$ cat src/rtufb_pkg.sv
// Package for the RTU request frame builder: queue entry type, status type,
// frame constants and the per-byte CRC-16 update.
// No dependencies.
package rtufb_pkg;

   localparam logic [15:0] CRC_INIT = 16'hFFFF;
   localparam logic [15:0] CRC_POLY = 16'hA001;
   localparam logic [7:0]  FN_WIDE  = 8'h10;

   localparam int QDEPTH  = 2;
   localparam int QPTR_W  = $clog2(QDEPTH);
   localparam int QCNT_W  = $clog2(QDEPTH + 1);

   localparam logic [3:0] DATA_BYTES_WIDE  = 4'd8;
   localparam logic [3:0] DATA_BYTES_SHORT = 4'd6;

   typedef struct packed {
      logic [7:0][7:0] data_bytes;
      logic            wide;
   } frame_entry_type;

   typedef struct packed {
      logic [3:0] byte_index;
      logic       pop;
   } back_status_type;

   function automatic logic [15:0] crc_byte(logic [15:0] acc, logic [7:0] b);
      logic [15:0] c;
      c = acc ^ {8'h00, b};
      for (int k = 0; k < 8; k++) begin
         c = c[0] ? ((c >> 1) ^ CRC_POLY) : (c >> 1);
      end
      return c;
   endfunction

endpackage

$ cat src/rtufb_if.sv
// Request and response channel interfaces of the RTU request frame builder.
// No dependencies.
interface rtufb_req_if;
   logic        valid;
   logic        ready;
   logic [7:0]  device_address;
   logic [7:0]  function_code;
   logic [15:0] register_address;
   logic [31:0] length_value;

   modport source (output valid, device_address, function_code, register_address,
                   length_value, input ready);
   modport sink (input valid, device_address, function_code, register_address,
                 length_value, output ready);
endinterface

interface rtufb_rsp_if;
   logic       valid;
   logic       ready;
   logic [7:0] frame_byte;
   logic       last_byte;

   modport source (output valid, frame_byte, last_byte, input ready);
   modport sink (input valid, frame_byte, last_byte, output ready);
endinterface

$ cat src/rtufb_front.sv
// Front end: accepts a request and lays out its data bytes in transmit order.
// Depends on rtufb_pkg and rtufb_req_if.
module rtufb_front (
   rtufb_req_if.sink                 req_bus,
   input  logic                      wr_ready,
   output logic                      wr_valid,
   output rtufb_pkg::frame_entry_type wr_entry
);

   logic wide;

   assign wide            = (req_bus.function_code == rtufb_pkg::FN_WIDE);
   assign wr_valid        = req_bus.valid;
   assign req_bus.ready   = wr_ready;

   always_comb begin
      wr_entry.wide          = wide;
      wr_entry.data_bytes[0] = req_bus.device_address;
      wr_entry.data_bytes[1] = req_bus.function_code;
      wr_entry.data_bytes[2] = req_bus.register_address[15:8];
      wr_entry.data_bytes[3] = req_bus.register_address[7:0];
      if (wide) begin
         wr_entry.data_bytes[4] = req_bus.length_value[31:24];
         wr_entry.data_bytes[5] = req_bus.length_value[23:16];
         wr_entry.data_bytes[6] = req_bus.length_value[15:8];
         wr_entry.data_bytes[7] = req_bus.length_value[7:0];
      end else begin
         wr_entry.data_bytes[4] = req_bus.length_value[15:8];
         wr_entry.data_bytes[5] = req_bus.length_value[7:0];
         wr_entry.data_bytes[6] = 8'h00;
         wr_entry.data_bytes[7] = 8'h00;
      end
   end

endmodule

$ cat src/rtufb_queue.sv
// Short request queue between the front end and the serializer.
// Depends on rtufb_pkg.
module rtufb_queue (
   input  logic                       clock,
   input  logic                       reset,
   input  logic                       wr_valid,
   input  rtufb_pkg::frame_entry_type wr_entry,
   output logic                       wr_ready,
   input  logic                       rd_pop,
   output logic                       rd_valid,
   output rtufb_pkg::frame_entry_type rd_entry,
   output logic [rtufb_pkg::QCNT_W-1:0] count
);

   rtufb_pkg::frame_entry_type       entry_ff [rtufb_pkg::QDEPTH];
   logic [rtufb_pkg::QPTR_W-1:0]     wr_ptr_ff, wr_ptr_in;
   logic [rtufb_pkg::QPTR_W-1:0]     rd_ptr_ff, rd_ptr_in;
   logic [rtufb_pkg::QCNT_W-1:0]     count_ff, count_in;
   logic                             push, pop;

   assign wr_ready = (count_ff != rtufb_pkg::QCNT_W'(rtufb_pkg::QDEPTH));
   assign rd_valid = (count_ff != '0);
   assign rd_entry = entry_ff[rd_ptr_ff];
   assign count    = count_ff;
   assign push     = wr_valid && wr_ready;
   assign pop      = rd_pop && rd_valid;

   always_comb begin
      wr_ptr_in = push ? wr_ptr_ff + 1'b1 : wr_ptr_ff;
      rd_ptr_in = pop ? rd_ptr_ff + 1'b1 : rd_ptr_ff;
      count_in  = count_ff;
      if (push && !pop) begin
         count_in = count_ff + 1'b1;
      end else if (pop && !push) begin
         count_in = count_ff - 1'b1;
      end
   end

   always_ff @(posedge clock) begin
      if (reset) begin
         wr_ptr_ff <= '0;
         rd_ptr_ff <= '0;
         count_ff  <= '0;
      end else begin
         wr_ptr_ff <= wr_ptr_in;
         rd_ptr_ff <= rd_ptr_in;
         count_ff  <= count_in;
      end
   end

   always_ff @(posedge clock) begin
      if (push) begin
         entry_ff[wr_ptr_ff] <= wr_entry;
      end
   end

endmodule

$ cat src/rtufb_back.sv
// Serializer: sends head entry data bytes one per cycle unless stalled, folds
// each into the CRC, then appends the CRC. Depends on rtufb_pkg, rtufb_rsp_if.
module rtufb_back (
   input  logic                       clock,
   input  logic                       reset,
   input  logic                       head_valid,
   input  rtufb_pkg::frame_entry_type head_entry,
   output rtufb_pkg::back_status_type status,
   rtufb_rsp_if.source                rsp_bus
);

   logic [3:0]  idx_ff, idx_in;
   logic [15:0] crc_ff, crc_in;
   logic        out_valid_ff, out_valid_in;
   logic [7:0]  out_byte_ff, out_byte_in;
   logic        out_last_ff, out_last_in;
   logic        load, step, pop;
   logic [3:0]  data_count;
   logic [7:0]  data_byte;

   assign load       = !out_valid_ff || rsp_bus.ready;
   assign step       = head_valid && load;
   assign data_count = head_entry.wide ? rtufb_pkg::DATA_BYTES_WIDE
                                       : rtufb_pkg::DATA_BYTES_SHORT;
   assign data_byte  = head_entry.data_bytes[idx_ff[2:0]];

   always_comb begin
      idx_in       = idx_ff;
      crc_in       = crc_ff;
      out_byte_in  = out_byte_ff;
      out_last_in  = out_last_ff;
      out_valid_in = out_valid_ff && !rsp_bus.ready;
      pop          = 1'b0;
      if (step) begin
         out_valid_in = 1'b1;
         priority if (idx_ff < data_count) begin
            out_byte_in = data_byte;
            out_last_in = 1'b0;
            crc_in      = rtufb_pkg::crc_byte(crc_ff, data_byte);
            idx_in      = idx_ff + 4'd1;
         end else if (idx_ff == data_count) begin
            out_byte_in = crc_ff[7:0];
            out_last_in = 1'b0;
            idx_in      = idx_ff + 4'd1;
         end else begin
            out_byte_in = crc_ff[15:8];
            out_last_in = 1'b1;
            crc_in      = rtufb_pkg::CRC_INIT;
            idx_in      = 4'd0;
            pop         = 1'b1;
         end
      end
   end

   always_ff @(posedge clock) begin
      if (reset) begin
         idx_ff       <= 4'd0;
         crc_ff       <= rtufb_pkg::CRC_INIT;
         out_valid_ff <= 1'b0;
      end else begin
         idx_ff       <= idx_in;
         crc_ff       <= crc_in;
         out_valid_ff <= out_valid_in;
      end
   end

   always_ff @(posedge clock) begin
      out_byte_ff <= out_byte_in;
      out_last_ff <= out_last_in;
   end

   assign rsp_bus.valid      = out_valid_ff;
   assign rsp_bus.frame_byte = out_byte_ff;
   assign rsp_bus.last_byte  = out_last_ff;
   assign status.byte_index  = idx_ff;
   assign status.pop         = pop;

endmodule

$ cat src/rtu_request_frame_builder.sv
// Channel   | Dir | Fields
// req_bus   | in  | device_address, function_code, register_address, length_value
// rsp_bus   | out | frame_byte, last_byte
//
// One frame byte per cycle unless stalled: 10 bytes for function 0x10, 8 otherwise.
// The serializer's byte counter sets the frame length; a two-entry queue lets new
// requests enter while a frame is still being sent.
// A held response byte stalls the serializer; the queue absorbs requests meanwhile.
// Reset is synchronous and empties the queue and the output register.
// Top level of the RTU request frame builder. Depends on rtufb_pkg, rtufb_if,
// rtufb_front, rtufb_queue and rtufb_back.
module rtu_request_frame_builder (
   input  logic         clock,
   input  logic         reset,
   rtufb_req_if.sink    req_bus,
   rtufb_rsp_if.source  rsp_bus
);

   logic                                wr_valid, wr_ready;
   rtufb_pkg::frame_entry_type          wr_entry;
   logic                                head_valid;
   rtufb_pkg::frame_entry_type          head_entry;
   rtufb_pkg::back_status_type          back_status;
   logic [rtufb_pkg::QCNT_W-1:0]        q_count;

   rtufb_front u_front (
      .req_bus  (req_bus),
      .wr_ready (wr_ready),
      .wr_valid (wr_valid),
      .wr_entry (wr_entry)
   );

   rtufb_queue u_queue (
      .clock    (clock),
      .reset    (reset),
      .wr_valid (wr_valid),
      .wr_entry (wr_entry),
      .wr_ready (wr_ready),
      .rd_pop   (back_status.pop),
      .rd_valid (head_valid),
      .rd_entry (head_entry),
      .count    (q_count)
   );

   rtufb_back u_back (
      .clock      (clock),
      .reset      (reset),
      .head_valid (head_valid),
      .head_entry (head_entry),
      .status     (back_status),
      .rsp_bus    (rsp_bus)
   );

   a_queue_bound: assert property (@(posedge clock) disable iff (reset)
      q_count <= rtufb_pkg::QCNT_W'(rtufb_pkg::QDEPTH))
      else $error("request queue count out of range");

   a_pop_has_head: assert property (@(posedge clock) disable iff (reset)
      back_status.pop |-> head_valid)
      else $error("serializer finished a frame with no request queued");

   a_pop_restarts: assert property (@(posedge clock) disable iff (reset)
      back_status.pop |=> back_status.byte_index == 4'd0)
      else $error("byte index not cleared after frame end");

   a_accept_queued: assert property (@(posedge clock) disable iff (reset)
      (req_bus.valid && req_bus.ready) |=> q_count != '0)
      else $error("accepted request not held in queue");

   a_index_range: assert property (@(posedge clock) disable iff (reset)
      back_status.byte_index <= 4'd9)
      else $error("byte index beyond frame length");

endmodule

$ cat src/flat_wrapper.sv
// flat-port wrapper written by rule: the top's interface ports become plain ports
module rtu_request_frame_builder_flat 
  (clock, reset, req_bus_valid, req_bus_device_address, req_bus_function_code, req_bus_register_address, req_bus_length_value, req_bus_ready, rsp_bus_valid, rsp_bus_frame_byte, rsp_bus_last_byte, rsp_bus_ready);
  rtufb_req_if req_bus_i ();
  rtufb_rsp_if rsp_bus_i ();
  input  logic clock;
  input  logic reset;
  input wire logic [$bits(req_bus_i.valid)-1:0] req_bus_valid;
  input wire logic [$bits(req_bus_i.device_address)-1:0] req_bus_device_address;
  input wire logic [$bits(req_bus_i.function_code)-1:0] req_bus_function_code;
  input wire logic [$bits(req_bus_i.register_address)-1:0] req_bus_register_address;
  input wire logic [$bits(req_bus_i.length_value)-1:0] req_bus_length_value;
  output wire logic [$bits(req_bus_i.ready)-1:0] req_bus_ready;
  output wire logic [$bits(rsp_bus_i.valid)-1:0] rsp_bus_valid;
  output wire logic [$bits(rsp_bus_i.frame_byte)-1:0] rsp_bus_frame_byte;
  output wire logic [$bits(rsp_bus_i.last_byte)-1:0] rsp_bus_last_byte;
  input wire logic [$bits(rsp_bus_i.ready)-1:0] rsp_bus_ready;
  assign req_bus_i.valid = req_bus_valid;
  assign req_bus_i.device_address = req_bus_device_address;
  assign req_bus_i.function_code = req_bus_function_code;
  assign req_bus_i.register_address = req_bus_register_address;
  assign req_bus_i.length_value = req_bus_length_value;
  assign req_bus_ready = req_bus_i.ready;
  assign rsp_bus_valid = rsp_bus_i.valid;
  assign rsp_bus_frame_byte = rsp_bus_i.frame_byte;
  assign rsp_bus_last_byte = rsp_bus_i.last_byte;
  assign rsp_bus_i.ready = rsp_bus_ready;
  rtu_request_frame_builder u_core (.clock(clock), .reset(reset), .req_bus(req_bus_i), .rsp_bus(rsp_bus_i));
endmodule
$ cat config.mk
export PLATFORM = sky130hd
export DESIGN_NAME = rtu_request_frame_builder_flat
export DESIGN_NICKNAME = d
export VERILOG_FILES = /design/src/rtufb_pkg.sv /design/src/rtufb_if.sv /design/src/rtufb_front.sv /design/src/rtufb_queue.sv /design/src/rtufb_back.sv /design/src/rtu_request_frame_builder.sv /design/src/flat_wrapper.sv
export SDC_FILE = /design/constraint.sdc
export NUM_CORES = 1
export LEC_CHECK = 0
export BUFFER_PORTS_ARGS = -buffer_cell sky130_fd_sc_hd__clkbuf_2
export CORE_UTILIZATION = 40
export CTS_CLUSTER_SIZE = 10
export DETAILED_ROUTE_END_ITERATION = 12
export PLACE_DENSITY = 0.56
export SLEW_MARGIN = 15
export SYNTH_ARGS = -nofsm -noshare
export SYNTH_HDL_FRONTEND = slang
export SYNTH_SLANG_ARGS = --single-unit
export TNS_END_PERCENT = 5
$ cat constraint.sdc
create_clock -name clock -period 12.2 [get_ports clock]
set_input_delay 2.44 -clock clock [delete_from_list [all_inputs] [get_ports clock]]
set_output_delay 2.44 -clock clock [all_outputs]
set_load 0.01 [all_outputs]
### Word-level counts from Yosys, hierarchy flattened

Memory sizes are Yosys's and may differ from the RTL's. A register that Yosys moved wholly into a read port is not among the register bits.
Cells that the tools add are included.

| word-level totals | value |
|---|---|
| input bits | 68 |
| memories kept | 1 |
| output and inout bits | 11 |
| register bits | 34 |
| logic and storage cells | 71 |
| RAM bits | 130 |

| operators by class | value |
|---|---|
| multiplexer cells | 28 |
| $lt $le $gt $ge | 2 |
| eq/ne operators | 4 |
| $add $sub $neg | 5 |
| bitwise logic cells | 9 |
| reduce and logical (&&, ||, !) cells | 14 |

Memory list:

| memory | depth | bits a word | rd ports | clocked after memory_dff | wr ports | line | text |
|---|---|---|---|---|---|---|---|
| u_core.u_queue.entry_ff | 2 | 65 | 1 | 1 | 1 | rtufb_queue.sv:15 | `rtufb_pkg::frame_entry_type entry_ff [rtufb_pkg::QDEPTH];` |

Operators by type and width:

| operator | count |
|---|---|
| 16-bit two-way mux | 10 |
| 32-bit two-way mux | 1 |
| 8-bit binary-select mux with 3-bit select | 1 |
| 8-bit two-way mux | 3 |
| 2-bit NOT with 3-bit output | 8 |
| 16-bit by 8-bit bitwise XOR with 16-bit output | 1 |
| 4-bit two-way mux | 3 |
| 8-bit by 5-bit equality test with 1-bit output (second input constant) | 1 |
| 1-bit two-way mux | 8 |
| 1-bit logical AND | 6 |
| 4-bit by 1-bit adder with 4-bit output (second input constant) | 1 |
| 4-bit equality test | 1 |
| 1-bit logical NOT | 4 |
| 3-bit by 4-bit less-than comparator with 1-bit output (second input constant) | 1 |
| 4-bit less-than comparator | 1 |
| 2-bit two-way mux | 2 |
| 2-bit inequality test (second input constant) | 2 |
| 2-bit nonzero test | 2 |
| 1-bit adder (second input constant) | 2 |
| 2-bit by 1-bit adder with 2-bit output (second input constant) | 1 |
| 2-bit AND reduction | 1 |
| 2-bit by 1-bit subtractor with 2-bit output (second input constant) | 1 |
| 1-bit logical OR | 1 |

### Longest topological paths before layout

Gate-level depths: netlist of run 1.

| depth | value |
|---|---|
| depth after elaboration | 20 |
| mapped depth | 15 |
| gate-level depth less buffers | 13 |

### Hierarchy

Synthesis of run 1 repeated with hierarchy kept, for this count alone.

| second synthesis, totals | value |
|---|---|
| cell total of the unflattened synthesis | 518 |
| area total of the unflattened synthesis | 7800.0 um^2 |

Modules (own cells, without submodules):

| module | sequential area each (um^2) | times used | cells an instance | area each (um^2) |
|---|---|---|---|---|
| rtufb_queue | 4003.8 | 1 | 226 | 4927.2 |
| rtufb_back | 690.7 | 1 | 218 | 2198.4 |
| rtufb_front | 0.0 | 1 | 74 | 674.4 |

### Least setup slack after synthesis of run 1

Ideal clock, no wire load.

| timing path | value |
|---|---|
| path kind | input-to-reg |
| start point | in req_bus_valid |
| end point | mem u_core.u_queue.entry_ff[0][0] (netlist name) (enable) |
| cell stages on the path | 2 |
| arrival | 5.246 ns |
| buffers on the path | 0 |
| setup time | 0.488 ns |
| data required time | 11.712 ns |
| slack | 6.465 ns |
| cells stage by stage | nand2_1 nor2_1 |

| between the ends | value |
|---|---|
| word-level cells in the longest chain between the ends | 3 |

RTL lines:

| element | line | text |
|---|---|---|
| start, declared | flat_wrapper.sv:8 | `input wire logic [$bits(req_bus_i.valid)-1:0] req_bus_valid;` |
| 1-bit logical AND | rtufb_queue.sv:25 | `assign push = wr_valid && wr_ready;` |
| 1-bit two-way mux | rtufb_queue.sv:52 | `if (push) begin` |
| 1-bit two-way mux (not written as such) | rtufb_queue.sv:53 | `entry_ff[wr_ptr_ff] <= wr_entry;` |
| end, declared | rtufb_queue.sv:15 |  |

No other way between the ends.

### Worst setup path after layout of run 1

| timing path | value |
|---|---|
| start point | in rsp_bus_ready |
| end point | reg u_core.u_queue.count_ff (netlist bit u_core.u_queue.count[1]) |

| between the ends | value |
|---|---|
| word-level cells in the longest chain between the ends | 7 |
| elaborated cells on any way between the ends | 9 |
| classes of those cells | mux (2); reduce/logical (7) |

RTL lines:

| element | line | text |
|---|---|---|
| start, declared | flat_wrapper.sv:17 | `input wire logic [$bits(rsp_bus_i.ready)-1:0] rsp_bus_ready;` |
| 1-bit logical OR * | rtufb_back.sv:21 | `assign load = !out_valid_ff \|\| rsp_bus.ready;` |
| 1-bit logical AND * | rtufb_back.sv:22 | `assign step = head_valid && load;` |
| net u_core.u_back.step | rtufb_back.sv:17 | `logic load, step, pop;` |
| 1-bit two-way mux * | rtufb_back.sv:34 | `if (step) begin` |
| 1-bit logical AND * | rtufb_queue.sv:26 | `assign pop = rd_pop && rd_valid;` |
| 1-bit logical NOT | rtufb_queue.sv:32 | `if (push && !pop) begin` |
| 1-bit logical AND | rtufb_queue.sv:32 |  |
| 2-bit two-way mux or 2-bit nonzero test (tied branches) | - |  |
| end signal, assigned | rtufb_queue.sv:47 | `count_ff <= count_in;` |
| end, declared | rtufb_queue.sv:18 | `logic [rtufb_pkg::QCNT_W-1:0] count_ff, count_in;` |

Mark *: on every way through the listed nets, which the timed path passes. The rest lies on a longest branch.
A chain may end at the register's enable or synchronous reset.

==> results of run 1 <==
==> flip-flops by register name (all words and copies together), names as in the netlist, named ones only <==
name,count
u_core.u_queue.entry_ff,130
u_core.u_back.crc_ff,16
u_core.u_back.rsp_bus.frame_byte,8
u_core.u_back.idx_ff,4
u_core.u_queue.count,2
u_core.u_back.rsp_bus.last_byte,1
u_core.u_back.rsp_bus.valid,1
u_core.u_queue.rd_ptr_ff,1
u_core.u_queue.wr_ptr_ff,1
==> layout by cell type (no fill, tap or decap), types with 16 or more instances in the layout <==
cell type  netlist  final
and3_1          17     16
clkbuf_16        0     17
clkbuf_2         0     78
dfxtp_1         26     24
edfxtp_1       139    139
mux2_2          20     20
mux2i_1         20     20
mux4_1          22     22
nand2_1         22     22
nor2_1          24     23
==> worst max-delay path, stage by stage <==
cell,delay (ps)
clkbuf_2,80
nand2b_1,140
o21ai_1,430
inv_1,430
nand2_1,220
ha_1,270
or3_1,380
a21oi_1,150
==> layout make-up <==
cell class | count | share of cell area (%)
clock buffers | 23 | 5.746
clock inverters | 9 | 0.8875
inverters | 6 | 0.2708
multi-input cells | 242 | 27.92
flip-flops and latches | 165 | 56.47
well taps | 225 | 3.384
repair buffers | 85 | 5.325
==> metrics by stage <==
step / hold slack, ps / power (mW) / setup WS [ps] / util (%)
global placement: 487.0 / 1.342 / 7563 / 44.72
global route: 537.8 / 1.937 / 7732 / 47.92
floorplan: 461.1 / 1.218 / 6465 / -
detailed placement: 489.2 / 1.351 / 7385 / 44.74
finish: 498.9 / 1.833 / 8005 / 47.92
CTS: 499.1 / 1.855 / 7813 / 47.92
==> per-layer routing <==
metal  global-route usage (%)  vias to the layer above  part of all wire, %
met4                    5.993                        0                  1.4
met1                    22.27                     1955                   47
li1                         -                     1863                    -
met3                    3.255                       15                  2.8
met2                    25.54                       70                   48
met5                        0                        -                    0
==> where the power goes <==
part           internal (mW)  switching [mW]
registers              0.731          0.0445
clock network          0.295           0.203
logic                  0.250           0.309
total                   1.28           0.556
==> cell families after synthesis <==
family | Yosys count
flip-flops | 165
AND/OR/NAND/NOR | 96
multiplexers | 69
AO/OA/AOI/OAI | 44
XOR/XNOR | 28
buffers and inverters | 28
adder cells (fa/ha/maj) | 5
==> final timing paths <==
check                               from  slack, ps  cells past startpoint                     endpoint
max reg2reg                    flip-flop       8350                     13      u_core.u_queue.count[1]
min reg2reg  u_core.u_back.rsp_bus.valid        500                      2  u_core.u_back.rsp_bus.valid
min          u_core.u_back.rsp_bus.valid        500                      2  u_core.u_back.rsp_bus.valid
max                        rsp_bus_ready       8000                      8      u_core.u_queue.count[1]
==> run metrics, run 1 <==
hold buffers post-CTS 0; WL final around 14000 um; top_reg_cell synth edfxtp_1; total track usage between 15 and 20%; Clock Path Buffers 2; setup bufs post-CTS 0; Post-Syn Instances 435; clock-pin slew on the worst setup and hold paths 60 ps; top-count cell post-synth edfxtp_1; post-cts resize count 0; initial antenna violation count 0; TritonRoute pass-1 iters 6; vias in the first global route 3980; core area approximately 17000 um2; crit path kind input port to flip-flop; Die Span Y 135.7 um; XOR/XNOR share of the synthesized area under 10%; Distinct cells, synth 43; Die ar. around 18000 um2; first-iteration detailed-routing DRC count 272; total grt overflow 0; Clock Root Buffer clkbuf_16; post-route cell area ~8300 um2; mux contribution to synthesized area 16.23%; # port buffers 78; Avg Inst Size Synth ~16 um2; share of the synthesized area in the top cell type between 50% and 60%; DP Area around 7800 um2; DR vias/cell slightly above 5; Area contributors post-synth edfxtp_1 58%, mux4_1 8.1%, dfxtp_1 7.3%; Power Dens Cells approximately 220 nW/um2; nets@finish 590; FP Rows 48; Syn. warnings 0; RSZ-0062 raised after global routing false; final setup violating endpoints 0; Post-DP HPWL between 8000 and 9000 um; arrival time worst endpoint ~4500 ps; Worst-Margin Slew around 920 ps; Critical Path Start Type input port; I/O pins around 80; status finished, final reports clean; cell area after synthesis about 7200 um2; minimum clock period ~4200 ps; setup TNS 0 ps; crit-path max FO 13; CTS tree done; share of layout cells above drive strength 1 a little under 30%; die width roughly 140 um; H-tree lvl count 4; CTS Buf Count 17; DR vias 3903; initial core utilization 41.22%; Post-Synth Adder-Cell Area 0.8744%; clk_skew slightly below 7 ps; DRC 0; largest family of logic cells by synthesized area multiplexers; final hold vios 0; FFs w/ async S/R, synth 0%; Hold Crit Class flip-flop to flip-flop; Register Area 4697 um2; Layout area overhead 16.26%; IR drop worst, VDD between 0.1 and 0.15 mV; synth cell count leaders 139 x edfxtp_1, 26 x dfxtp_1, 24 x nor2_1; largest net degree at the start of global routing between 60 and 70; Worst slew margin about two fifths; DR WL/cell around 18 um; Antenna diodes 0; fraction of the mapped netlist area in compound gates under 10%; clk sinks 165; Tcrit/Tclk final 34.39%; Fillers 1539; CP Capture Type flip-flop; Yosys reg bits approximately 170; Final Non-Filler Cells about 760; P_leak 3.050 nW; Yosys top cell by area edfxtp_1; RePlAce Congestion roughly 0.79; EDFF count, synth roughly 140; FMAX ~0.24 GHz; wire length of the first global-routing pass between 20000 and 25000 um; Final Max Tran Viols 0; antenna-violating nets left 0; Req. time, crit path 12540 ps; Worst-Skew Late Latency about 420 ps; Max Cap Viol 0; DP Cell Count 723; Post-Syn Nets 508; post-synthesis simple-gate area fraction ~7%; register area share after synthesis 65.62%; Multi-input gate area between 2000 and 2500 um2
(Power assumes the default switching activity.)
==> run 2, diff against run 1 <==
- PLACE_DENSITY: 0.56 -> 0.58
- clock period: 12.2 -> 3.8 ns (I/O delays scaled with it)
==> run metrics, run 2 (synthesized netlist as in run 1, its figures left out) <==
antenna-violating nets left 0 (unchanged); # port buffers 78 (unchanged); minimum clock period roughly 3200 ps; wire length of the first global-routing pass 21680 um (-0.82%); IR drop worst, VDD 0.3602 mV (+200%); TritonRoute pass-1 iters 4 (-2); Clock Root Buffer clkbuf_16; final setup violating endpoints 0 (unchanged); vias in the first global route 4105 (+3.1%); Fillers 1450 (-5.8%); Worst-Skew Late Latency 430 ps (about the same); setup bufs post-CTS 0 (unchanged); DP Area 7884 um2 (+1.5%); Power Dens Cells 723.3 nW/um2 (+230%); FP Rows 48 (unchanged); Worst slew margin 49.29% (+10 points); nets@finish 603 (+2.2%); DR vias 3955 (+1.3%); DR vias/cell 5.150 (-0.38%); hold buffers post-CTS 0 (unchanged); FMAX between 0.3 and 0.4 GHz; Tcrit/Tclk final approximately 85%; Layout area overhead 18.96%; post-route cell area 8511 um2 (+2.3%); Psw 1.843 mW (+230%); post-cts resize count 0 (unchanged); initial antenna violation count 0 (unchanged); Biggest register u_core.u_queue.entry_ff; crit-path cells buf_4 > mux4_1 > mux2i_1 > mux2i_1 > xor2_1 > xor2_1 > xnor2_1 > xnor3_1 > o22ai_1 > nand2b_1; clock-pin slew on the worst setup and hold paths 60 ps (about the same); status finished, final reports clean; crit-path max FO 17 (+4); die width 135.7 um (unchanged); DRC 0 (unchanged); initial core utilization 41.22% (unchanged); Max Cap Viol 0 (unchanged); crit path kind flip-flop to flip-flop; P_int 4.313 mW (+240%); CP Capture Type flip-flop; clk sinks 165 (unchanged); share of layout cells above drive strength 1 31.49% (+1.9 points); Multi-input gate area 2318 um2 (-0.16%); Die Span Y 135.7 um (unchanged); RePlAce Congestion 0.7902 (about the same); Switching Fraction 29.94% (-0.41 points); Req. time, crit path 4110 ps (-8430 ps); setup TNS 0 ps (unchanged); crit-path max cell delay 640 ps (+210 ps); Register Area 4696 um2 (about the same); arrival time worst endpoint 3540 ps (-1000 ps); core area 17360 um2 (unchanged); Final Max Tran Viols 0 (unchanged); commonest cells after routing, fill and taps aside 139 x edfxtp_1, 78 x clkbuf_2, 25 x dfxtp_1; Clk network pwr share 29.4% (+2.2 points); Hold Crit Class flip-flop to flip-flop; RSZ-0062 raised after global routing false; most common cell after layout, fill and taps aside edfxtp_1; total grt overflow 0 (unchanged); H-tree lvl count 4 (unchanged); Worst-Margin Slew 759.6 ps (-157.1 ps); I/O pins 79 (unchanged); Logic pwr share 30.4% (about the same); Seq pwr share 40.2% (-2.1 points); CTS Buf Count 17 (unchanged); slowest CP cell dfxtp_2; Die ar. 18430 um2 (unchanged); total track usage 15.96% (-0.28 points); total power 6.156 mW (+240%); WL final 13640 um (-0.23%); Critical Path Start Type flip-flop; Antenna diodes 0 (unchanged); final hold vios 0 (unchanged); first-iteration detailed-routing DRC count 211 (-22%); Post-DP HPWL 9521 um (+8.2%); DR WL/cell 17.76 um (-1.9%); P_leak 3.146 nW (+3.1%); Clock Path Buffers 2 (unchanged); largest net degree at the start of global routing 33 (-50%); number of flip-flops in the largest register 130 (unchanged); clk_skew 14.13 ps (+7.382 ps); CTS tree done
## run 2: cell types whose count changed in the layout (fill, tap and decap cells not counted), moves of 3 or more
cell / previous run / this run
bufinv_16: 1 / 4
inv_6: 0 / 3
inv_4: 3 / 0
clkbuf_8: 3 / 0
clkbuf_1: 3 / 0
buf_4: 7 / 18
## run 2: final timing paths
path                                                  start                     endpoint  slack (ps)  cells past startpoint
worst max-delay path                              flip-flop      u_core.u_back.crc_ff[0]         570                     10
worst min-delay path            u_core.u_back.rsp_bus.valid  u_core.u_back.rsp_bus.valid         500                      2
worst max register to register                    flip-flop      u_core.u_back.crc_ff[0]         570                     10
worst min register to register  u_core.u_back.rsp_bus.valid  u_core.u_back.rsp_bus.valid         500                      2
## run 2: critical path, delay by kind of cell (launching register included)
family	cells	cell delay, ps
compound gates	1	140
xor+xnor	4	1100
buf+inv	1	240
flops	1	640
mux	3	920
simple gates	1	70
## run 2: area by class of cell
cell class	count	share of cell area (%)
Tap cell	225	3.308
Clock inverter	15	2.367
Inverter	6	0.2646
Multi-Input combinational cell	242	27.24
Clock buffer	17	4.999
Timing Repair Buffer	98	6.645
Sequential cell	165	55.17
## run 2: power by group through the flow
stage	Combinational, mW	Clock (mW)	Sequential (mW)
after global routing	2.04	1.91	2.50
after global placement	1.87	0	2.50
after CTS	1.90	1.85	2.48
after floorplan	1.41	0	2.50
after detailed placement	1.89	0	2.51
final	1.87	1.81	2.47
## run 2: per-layer routing
metal | part of all wire, % | track usage [%]
met5 | 0 | 0
met4 | 2.0 | 6.492
met3 | 3.1 | 3.591
met2 | 49 | 25.91
met1 | 46 | 20.68
## run 2: metrics by stage
| step | util, % | instances | setup WS, ps | hold WS [ps] |
|---|---|---|---|---|
| 2_1_floorplan | - | 435 | 832.8 | 461.1 |
| 3_3_place_gp | 45.42 | 736 | 549.2 | 484.1 |
| 3_5_place_dp | 45.42 | 736 | 548.9 | 489.2 |
| 4_1_cts | 49.03 | 768 | 520.6 | 501.7 |
| 5_1_grt | 49.03 | 768 | 354.0 | 508.4 |
| 6_report | 49.03 | 768 | 571.0 | 497.2 |
